$ cat src/hw/rtl/pwm_pkg.sv
// shared constants, types and codes for the permutation window match block
`timescale 1ns / 1ps

package pwm_pkg;

	// sizing of the pattern store and the letter alphabet
	localparam int MAX_PATTERN = 64;
	localparam int ALPHABET    = 26;

	// derived widths
	localparam int PTR_W    = (MAX_PATTERN > 1) ? $clog2(MAX_PATTERN) : 1;
	localparam int CNT_W    = $clog2(MAX_PATTERN + 1);
	localparam int LETTER_W = 5;
	localparam int FUNC_W   = 2;
	localparam int IN_TDATA_W  = 8;
	localparam int OUT_TDATA_W = 8;
	localparam int OUT_FIELDS  = 3;

	// item selector codes; the spare code changes nothing
	typedef enum logic [FUNC_W-1:0] {
		FUNC_CLEAR   = 2'd0,
		FUNC_PATTERN = 2'd1,
		FUNC_TEXT    = 2'd2,
		FUNC_SPARE   = 2'd3
	} func_t;

	// control from the window logic to the ring memory
	typedef struct packed {
		logic                we;
		logic [PTR_W-1:0]    waddr;
		logic [LETTER_W-1:0] wdata;
		logic [PTR_W-1:0]    raddr;
	} ring_ctl_t;

endpackage

$ cat src/hw/rtl/permutation_window_match.sv
// top level: sliding window anagram search over a stream of letter codes
// result: the flags of each accepted transaction are registered into the output buffer
// throughput: one item per cycle while the skid entry is free; histogram update and the full count compare finish
// in the same cycle, and a two-entry output buffer keeps s_tready high while one result waits
// reset: histograms, pointers, lengths and flags clear at once; the ring needs no clearing
`timescale 1ns / 1ps

module permutation_window_match
	import pwm_pkg::*;
(
	input  logic                   clk,
	input  logic                   arst_n,
	input  logic                   s_tvalid,
	output logic                   s_tready,
	input  logic [IN_TDATA_W-1:0]  s_tdata,   // letter[4:0], zero pad
	input  logic [FUNC_W-1:0]      s_tuser,   // func[1:0]
	output logic                   m_tvalid,
	input  logic                   m_tready,
	output logic [OUT_TDATA_W-1:0] m_tdata    // window_match, found, pattern_overflow, zero pad
);

	// histogram and window state
	logic [CNT_W-1:0] pat_cnt_q [ALPHABET];
	logic [CNT_W-1:0] win_cnt_q [ALPHABET];
	logic [PTR_W-1:0] ptr_q;
	logic [CNT_W-1:0] plen_q;
	logic [CNT_W-1:0] seen_q;
	logic             found_q;
	logic             ovf_q;

	// next state
	logic [CNT_W-1:0] pat_cnt_d [ALPHABET];
	logic [CNT_W-1:0] win_cnt_d [ALPHABET];
	logic [PTR_W-1:0] ptr_d;
	logic [CNT_W-1:0] plen_d;
	logic [CNT_W-1:0] seen_d;
	logic             found_d;
	logic             ovf_d;
	logic             match_d;

	// output buffer
	logic                  out_valid_q;
	logic [OUT_FIELDS-1:0] out_data_q;
	logic                  skid_valid_q;
	logic [OUT_FIELDS-1:0] skid_data_q;

	logic                  acc;
	logic                  pop;
	func_t                 func;
	logic [LETTER_W-1:0]   letter;
	logic                  letter_ok;
	logic [LETTER_W-1:0]   old_letter;
	logic                  full_before;
	logic [CNT_W-1:0]      ptr_inc;
	logic                  all_equal;
	logic [OUT_FIELDS-1:0] res;
	ring_ctl_t             ring_ctl;

	assign acc       = s_tvalid && s_tready;
	assign pop       = m_tvalid && m_tready;
	assign func      = func_t'(s_tuser);
	assign letter    = s_tdata[LETTER_W-1:0];
	assign letter_ok = 32'(letter) < ALPHABET;

	pwm_ring u_ring (
		.clk    (clk),
		.arst_n (arst_n),
		.ctl    (ring_ctl),
		.rdata  (old_letter)
	);

	assign full_before = seen_q >= plen_q;
	assign ptr_inc     = CNT_W'(ptr_q) + CNT_W'(1);

	// state update for one accepted item
	always_comb begin
		pat_cnt_d = pat_cnt_q;
		win_cnt_d = win_cnt_q;
		ptr_d     = ptr_q;
		plen_d    = plen_q;
		seen_d    = seen_q;
		found_d   = found_q;
		ovf_d     = ovf_q;
		match_d   = 1'b0;
		all_equal = 1'b1;
		ring_ctl.we    = 1'b0;
		ring_ctl.waddr = ptr_q;
		ring_ctl.wdata = letter;
		if (acc) begin
			case (func)
				FUNC_CLEAR: begin
					for (int k = 0; k < ALPHABET; k++) begin
						pat_cnt_d[k] = '0;
						win_cnt_d[k] = '0;
					end
					ptr_d   = '0;
					plen_d  = '0;
					seen_d  = '0;
					found_d = 1'b0;
					ovf_d   = 1'b0;
				end
				FUNC_PATTERN: begin
					if (letter_ok) begin
						if (32'(plen_q) < MAX_PATTERN) begin
							for (int k = 0; k < ALPHABET; k++) begin
								if (32'(letter) == k) begin
									pat_cnt_d[k] = pat_cnt_q[k] + CNT_W'(1);
								end
							end
							plen_d = plen_q + CNT_W'(1);
						end else begin
							ovf_d = 1'b1;
						end
						// restart the text window
						for (int k = 0; k < ALPHABET; k++) begin
							win_cnt_d[k] = '0;
						end
						ptr_d  = '0;
						seen_d = '0;
					end
				end
				FUNC_TEXT: begin
					if (letter_ok) begin
						if (plen_q == '0) begin
							match_d = 1'b1;
						end else begin
							// drop the leaving letter once full, add the new one
							for (int k = 0; k < ALPHABET; k++) begin
								if (full_before && (32'(old_letter) == k) &&
								    (win_cnt_d[k] != '0)) begin
									win_cnt_d[k] = win_cnt_d[k] - CNT_W'(1);
								end
								if (32'(letter) == k) begin
									win_cnt_d[k] = win_cnt_d[k] + CNT_W'(1);
								end
							end
							if (!full_before) begin
								seen_d = seen_q + CNT_W'(1);
							end
							ring_ctl.we = 1'b1;
							if (ptr_inc >= plen_q) begin
								ptr_d = '0;
							end else begin
								ptr_d = ptr_inc[PTR_W-1:0];
							end
							// parallel compare of all counts
							for (int k = 0; k < ALPHABET; k++) begin
								if (pat_cnt_q[k] != win_cnt_d[k]) begin
									all_equal = 1'b0;
								end
							end
							match_d = (seen_d >= plen_q) && all_equal;
						end
						if (match_d) begin
							found_d = 1'b1;
						end
					end
				end
				default: begin
				end
			endcase
		end
		// prefetch the entry the next text item will replace
		ring_ctl.raddr = ptr_d;
	end

	assign res = {ovf_d, found_d, match_d};

	// state registers
	always_ff @(posedge clk or negedge arst_n) begin
		if (!arst_n) begin
			for (int k = 0; k < ALPHABET; k++) begin
				pat_cnt_q[k] <= '0;
				win_cnt_q[k] <= '0;
			end
			ptr_q   <= '0;
			plen_q  <= '0;
			seen_q  <= '0;
			found_q <= 1'b0;
			ovf_q   <= 1'b0;
		end else begin
			pat_cnt_q <= pat_cnt_d;
			win_cnt_q <= win_cnt_d;
			ptr_q     <= ptr_d;
			plen_q    <= plen_d;
			seen_q    <= seen_d;
			found_q   <= found_d;
			ovf_q     <= ovf_d;
		end
	end

	// two-entry output buffer: result register plus skid entry
	always_ff @(posedge clk or negedge arst_n) begin
		if (!arst_n) begin
			out_valid_q  <= 1'b0;
			skid_valid_q <= 1'b0;
		end else begin
			if (pop) begin
				if (skid_valid_q) begin
					out_valid_q  <= 1'b1;
					skid_valid_q <= 1'b0;
				end else begin
					out_valid_q <= acc;
				end
			end else if (acc) begin
				if (out_valid_q) begin
					skid_valid_q <= 1'b1;
				end else begin
					out_valid_q <= 1'b1;
				end
			end
		end
	end

	// output buffer payload
	always_ff @(posedge clk) begin
		if (pop) begin
			if (skid_valid_q) begin
				out_data_q <= skid_data_q;
			end else if (acc) begin
				out_data_q <= res;
			end
		end else if (acc) begin
			if (out_valid_q) begin
				skid_data_q <= res;
			end else begin
				out_data_q <= res;
			end
		end
	end

	assign s_tready = !skid_valid_q;
	assign m_tvalid = out_valid_q;
	assign m_tdata  = {{(OUT_TDATA_W - OUT_FIELDS){1'b0}}, out_data_q};

endmodule

$ cat src/hw/rtl/pwm_ring.sv
// window ring memory with registered read and write-to-read bypass
`timescale 1ns / 1ps

module pwm_ring
	import pwm_pkg::*;
(
	input  logic                clk,
	input  logic                arst_n,
	input  ring_ctl_t           ctl,
	output logic [LETTER_W-1:0] rdata
);

	logic [LETTER_W-1:0] mem [MAX_PATTERN];
	logic [LETTER_W-1:0] rdata_q;
	logic [LETTER_W-1:0] byp_data_q;
	logic                byp_q;

	// one write port, one registered read port
	always_ff @(posedge clk) begin
		if (ctl.we) begin
			mem[ctl.waddr] <= ctl.wdata;
		end
		rdata_q    <= mem[ctl.raddr];
		byp_data_q <= ctl.wdata;
	end

	// remember when the read hit the entry written in the same cycle
	always_ff @(posedge clk or negedge arst_n) begin
		if (!arst_n) begin
			byp_q <= 1'b0;
		end else begin
			byp_q <= ctl.we && (ctl.waddr == ctl.raddr);
		end
	end

	assign rdata = byp_q ? byp_data_q : rdata_q;

endmodule

$ cat config.mk
export PLATFORM = sky130hd
export DESIGN_NAME = permutation_window_match
export DESIGN_NICKNAME = d
export VERILOG_FILES = /design/src/hw/rtl/pwm_pkg.sv /design/src/hw/rtl/permutation_window_match.sv /design/src/hw/rtl/pwm_ring.sv
export SDC_FILE = /design/constraint.sdc
export NUM_CORES = 2
export LEC_CHECK = 0
export ABC_AREA = 1
export BUFFER_PORTS_ARGS = -buffer_cell sky130_fd_sc_hd__buf_2
export CORE_UTILIZATION = 23
export DETAILED_ROUTE_END_ITERATION = 12
export RECOVER_POWER = 50
export SETUP_SLACK_MARGIN = 0.15
export SLEW_MARGIN = 20
export SYNTH_ARGS = -nofsm -noshare
export SYNTH_HDL_FRONTEND = slang
export SYNTH_SLANG_ARGS = --single-unit
$ cat constraint.sdc
create_clock -name clk -period 4.9 [get_ports clk]
set_input_delay 0.245 -clock clk [delete_from_list [all_inputs] [get_ports clk]]
set_output_delay 0.245 -clock clk [all_outputs]
set_load 0.01 [all_outputs]
==> impl_metrics.py <==
metrics = {
    "min_path": {
        "min_from": "s_tuser[1]",
        "hold_depth": 7,
        "hold-path-endpoint": "found_q$_DFF_PN0_",
        "hp-class": "input pin to flip-flop",
    },
    "timing": {
        "min_period_ns": 4.49,
        "drv_slew": 399,
        "min_period_over_period_pct": 91.6,
        "worst_slack_ns": 0.412,
        "clock.fmax_ghz": 0.223,
        "setup_viol": 0,
        "finalHoldViolCount": 0,
        "setup-tns-final_ns": 0,
        "rsz0062_at_grt": "no",
        "timing.slew.headroom_pct": -121,
        "final.setup_skew_ns": 0.0241,
        "worstMarginPinSlew_ns": 3.32,
    },
    "final_layout": {
        "n_antenna_cell": 0,
        "syn_to_final_growth_pct": 14.4,
        "utilization_pct": 26.6,
        "drive_gt1_share_pct": 6.80,
        "finalInstanceArea_mm2": 0.0515,
        "nets": 6106,
    },
    "critical_path": {
        "worst-r2r-cell-count": 32,
        "rr_endpoint": "out_data_q[1]$_DFFE_PP_",
        "max_stage_delay_ns": 0.43,
        "cpMostUsedCell": "nand2_1",
        "cp-start-kind": "flip-flop",
        "endpoint_kind": "flip-flop",
        "critPathMaxFanout": 21,
        "worstPathRequired_ns": 5.47,
        "cpMaxStageDelayCell": "dfrtp_1",
        "reg2reg_from": "plen_q[6]$_DFFE_PN0P_",
        "cp.arrival_ns": 5.06,
        "r2r_slack_ns": 0.41,
        "path_class": "flip-flop to flip-flop",
    },
    "global_route": {
        "grt_pass1_vias": 38015,
        "met1_usage_pct": 17.1,
        "grt_pass1_wl_um": 206000,
        "grt_max_degree": 173,
        "grtUsageTotal_pct": 12.9,
        "grt-busiest-layer": "met2",
        "overflow": 0,
        "antenna_found_initial": 0,
        "grt.met3_usage_pct": 2.01,
        "grtUsageMet2_pct": 21.6,
    },
    "route": {
        "drc": 0,
        "wl_per_cell_um": 15.3,
        "post_drt_via_cell_ratio": 4.69,
        "drt-total-wl_um": 131000,
        "vias": 40122,
        "drt_first_pass_iters": 8,
        "ant_nets": 0,
        "drt-initial-drc-count": 3171,
    },
    "status": {
        "violations": "max-capacitance violations, max-slew violations",
        "status": "finished with violations",
    },
    "logic_synthesis": {
        "synth_compound_area_share_pct": 10.4,
        "seq_area_frac_synth_pct": 43.9,
        "synth_cell_types": 56,
        "yosys.area_share.simple_pct": 31.3,
        "synth_top_family_by_area": "simple AND/OR/NAND/NOR gates",
        "syn_area_mm2": 0.0450,
        "synth_xor_xnor_area_share_pct": 3.02,
        "synthMuxAreaShare_pct": 0,
        "synth_warnings": 0,
        "synth_seq_cells": 725,
        "avgSynthCellArea_um2": 7.57,
        "synth-adder-area-share_pct": 3.59,
        "syn-instance-count": 5938,
    },
    "clock_tree": {
        "insertion_delay_ns": 0.70,
        "clk_root_buffer_cell": "clkbuf_16",
        "cts_tree": "done",
        "clk_pin_slew_ns": 0.06,
        "cts_buffer_depth": 3,
        "cts_sinks": 725,
        "htree_levels": 3,
        "cts_made_buffers": 84,
    },
    "power_and_ir_drop": {
        "powerDensity_mw_per_mm2": 360,
        "vdd_ir_drop_max_v": 0.000272,
        "power.leakage_nw": 23.4,
        "finalPower_mw": 18.5,
    },
    "floorplanning": {
        "die_w_um": 444,
        "die_h_um": 444,
        "core_area_mm2": 0.193,
        "pin_count": 24,
        "dieArea_mm2": 0.197,
        "num_rows": 161,
        "start_util_pct": 23.3,
    },
    "placed_design": {
        "place_area_mm2": 0.0483,
        "place_worst_setup_slack_ns": 0.145,
        "gp_congestion": 0.892,
        "dp_hpwl_um": 90000,
        "port_buffers": 15,
    },
    "run": {
        "max_cap_viol_count": 7,
    },
}
[cell families (layout without fill, tap and decap cells)]
group	Yosys count	count (layout)
flip-flops	725	725
AO/OA/AOI/OAI	818	818
buffers and inverters	928	1015
XOR/XNOR	149	149
other	1	5
AND/OR/NAND/NOR	3188	3188
adder cells (fa/ha/maj)	129	129
[registers in the layout, indices dropped and copies added, names as in the netlist]
register and count:
u_ring.byp_data_q 5, u_ring.mem 320, m_tvalid 1, pat_cnt_q 182, plen_q 7, skid_valid_q 1
win_cnt_q 182, u_ring.byp_q 1, skid_data_q 3, seen_q 7, ovf_q 1, out_data_q 3
u_ring.rdata_q 5, ptr_q 6, found_q 1
[routing by layer]
metal	routed length (µm)	vias to the layer above
met3	7560	182
li1	-	19862
met5	0	-
met1	58800	18998
met2	60800	1080
met4	3660	0
[final cells by class]
class	count	area (µm²)
Sequential cell	725	19700
Multi-Input combinational cell	4289	21900
Fill cell	20926	142000
Clock buffer	108	2260
Inverter	768	2890
Timing Repair Buffer	95	885
Clock inverter	44	594
Tap cell	2526	3160
[cell usage in the layout, fill, tap and decap left out, types with 90 or more instances in the layout]
cell type,Yosys,routed
o22ai_1,132,132
nand2_1,1470,1464
dfrtp_1,389,388
o21ai_0,434,433
nor2_1,617,597
ha_1,129,128
nand4_1,90,90
a21oi_1,118,115
nand3_1,724,720
nor3_1,91,91
xor2_1,124,123
inv_1,755,750
edfxtp_1,326,326
[metrics by stage]
stage | hold WS, ns | instances
5_1_grt | 0.195 | 8555
2_1_floorplan | -0.0506 | 5942
3_5_place_dp | 0.406 | 8388
3_3_place_gp | 0.394 | 8388
4_1_cts | 0.0973 | 8547
6_report | 0.153 | 8555
[report_power, final]
group	switching, mW	total [mW]	internal (mW)
Sequential	0.347	7.08	6.73
Clock	2.76	6.64	3.88
Combinational	3.36	4.79	1.43
Total	6.47	18.5	12.0
[critical path, delay by kind of cell, from the launching register on]
| kind | cells | cell delay [ns] |
|---|---|---|
| flip-flops | 1 | 0.43 |
| AO/OA/AOI/OAI | 1 | 0.18 |
| adder cells (fa/ha/maj) | 2 | 0.47 |
| AND/OR/NAND/NOR | 24 | 2.62 |
| buffers and inverters | 5 | 0.62 |
[what timing repair did]
item | in CTS | in global routing
setup buffers | 0 | 5
cloned | 0 | 3
resized for setup | 2 | 46
pin swaps | 0 | 13
hold buffers | 7 | 0
endpoints found under the setup margin | 2 | 9
endpoints found under the hold margin | 107 | 0
[synth_stat cells, drive strengths merged]
master | count | area [µm²]
nand2 | 1515 | 5870
inv | 761 | 2860
nand3 | 735 | 3770
nor2 | 679 | 2850
o21ai | 456 | 2320
dfrtp | 389 | 9730
edfxtp | 326 | 9790
o22ai | 132 | 826
ha | 129 | 1610
xor2 | 124 | 1090
a21oi | 119 | 599
clkbuf | 115 | 432
nor3 | 94 | 485
nand4 | 90 | 563
o221ai | 76 | 666
buf | 45 | 230
nand3b | 32 | 244
or2 | 27 | 169
xnor2 | 21 | 184
nor4 | 11 | 68.8
a31oi | 10 | 62.6
dfxtp | 10 | 200
clkinv | 7 | 26.3
o211ai | 7 | 52.6
o21bai | 7 | 60.1
xnor3 | 4 | 90.1
nor3b | 3 | 22.5
o21a | 3 | 22.5
a211oi | 2 | 15.0
a21o | 2 | 15.0
a22oi | 2 | 20.0
a21boi | 1 | 7.51
and3 | 1 | 6.26
conb | 1 | 3.75
o2111ai | 1 | 8.76
or4 | 1 | 7.51
[worst max-delay path by stage]
stage | start | endpoint | slack, ns | cells past startpoint
global route | plen_q[5]$_DFFE_PN0P_ | out_data_q[1]$_DFFE_PP_ | 0.14 | 31
finish | plen_q[6]$_DFFE_PN0P_ | out_data_q[1]$_DFFE_PP_ | 0.41 | 32
CTS | plen_q[6]$_DFFE_PN0P_ | out_data_q[0]$_DFFE_PP_ | 0.20 | 31
detailed placement | plen_q[4]$_DFFE_PN0P_ | out_data_q[0]$_DFFE_PP_ | 0.14 | 28
floorplan | plen_q[6]$_DFFE_PN0P_ | out_data_q[1]$_DFFE_PP_ | 0.99 | 33
global placement | plen_q[6]$_DFFE_PN0P_ | out_data_q[1]$_DFFE_PP_ | 0.11 | 30
Power figures use the tool's default switching activity.
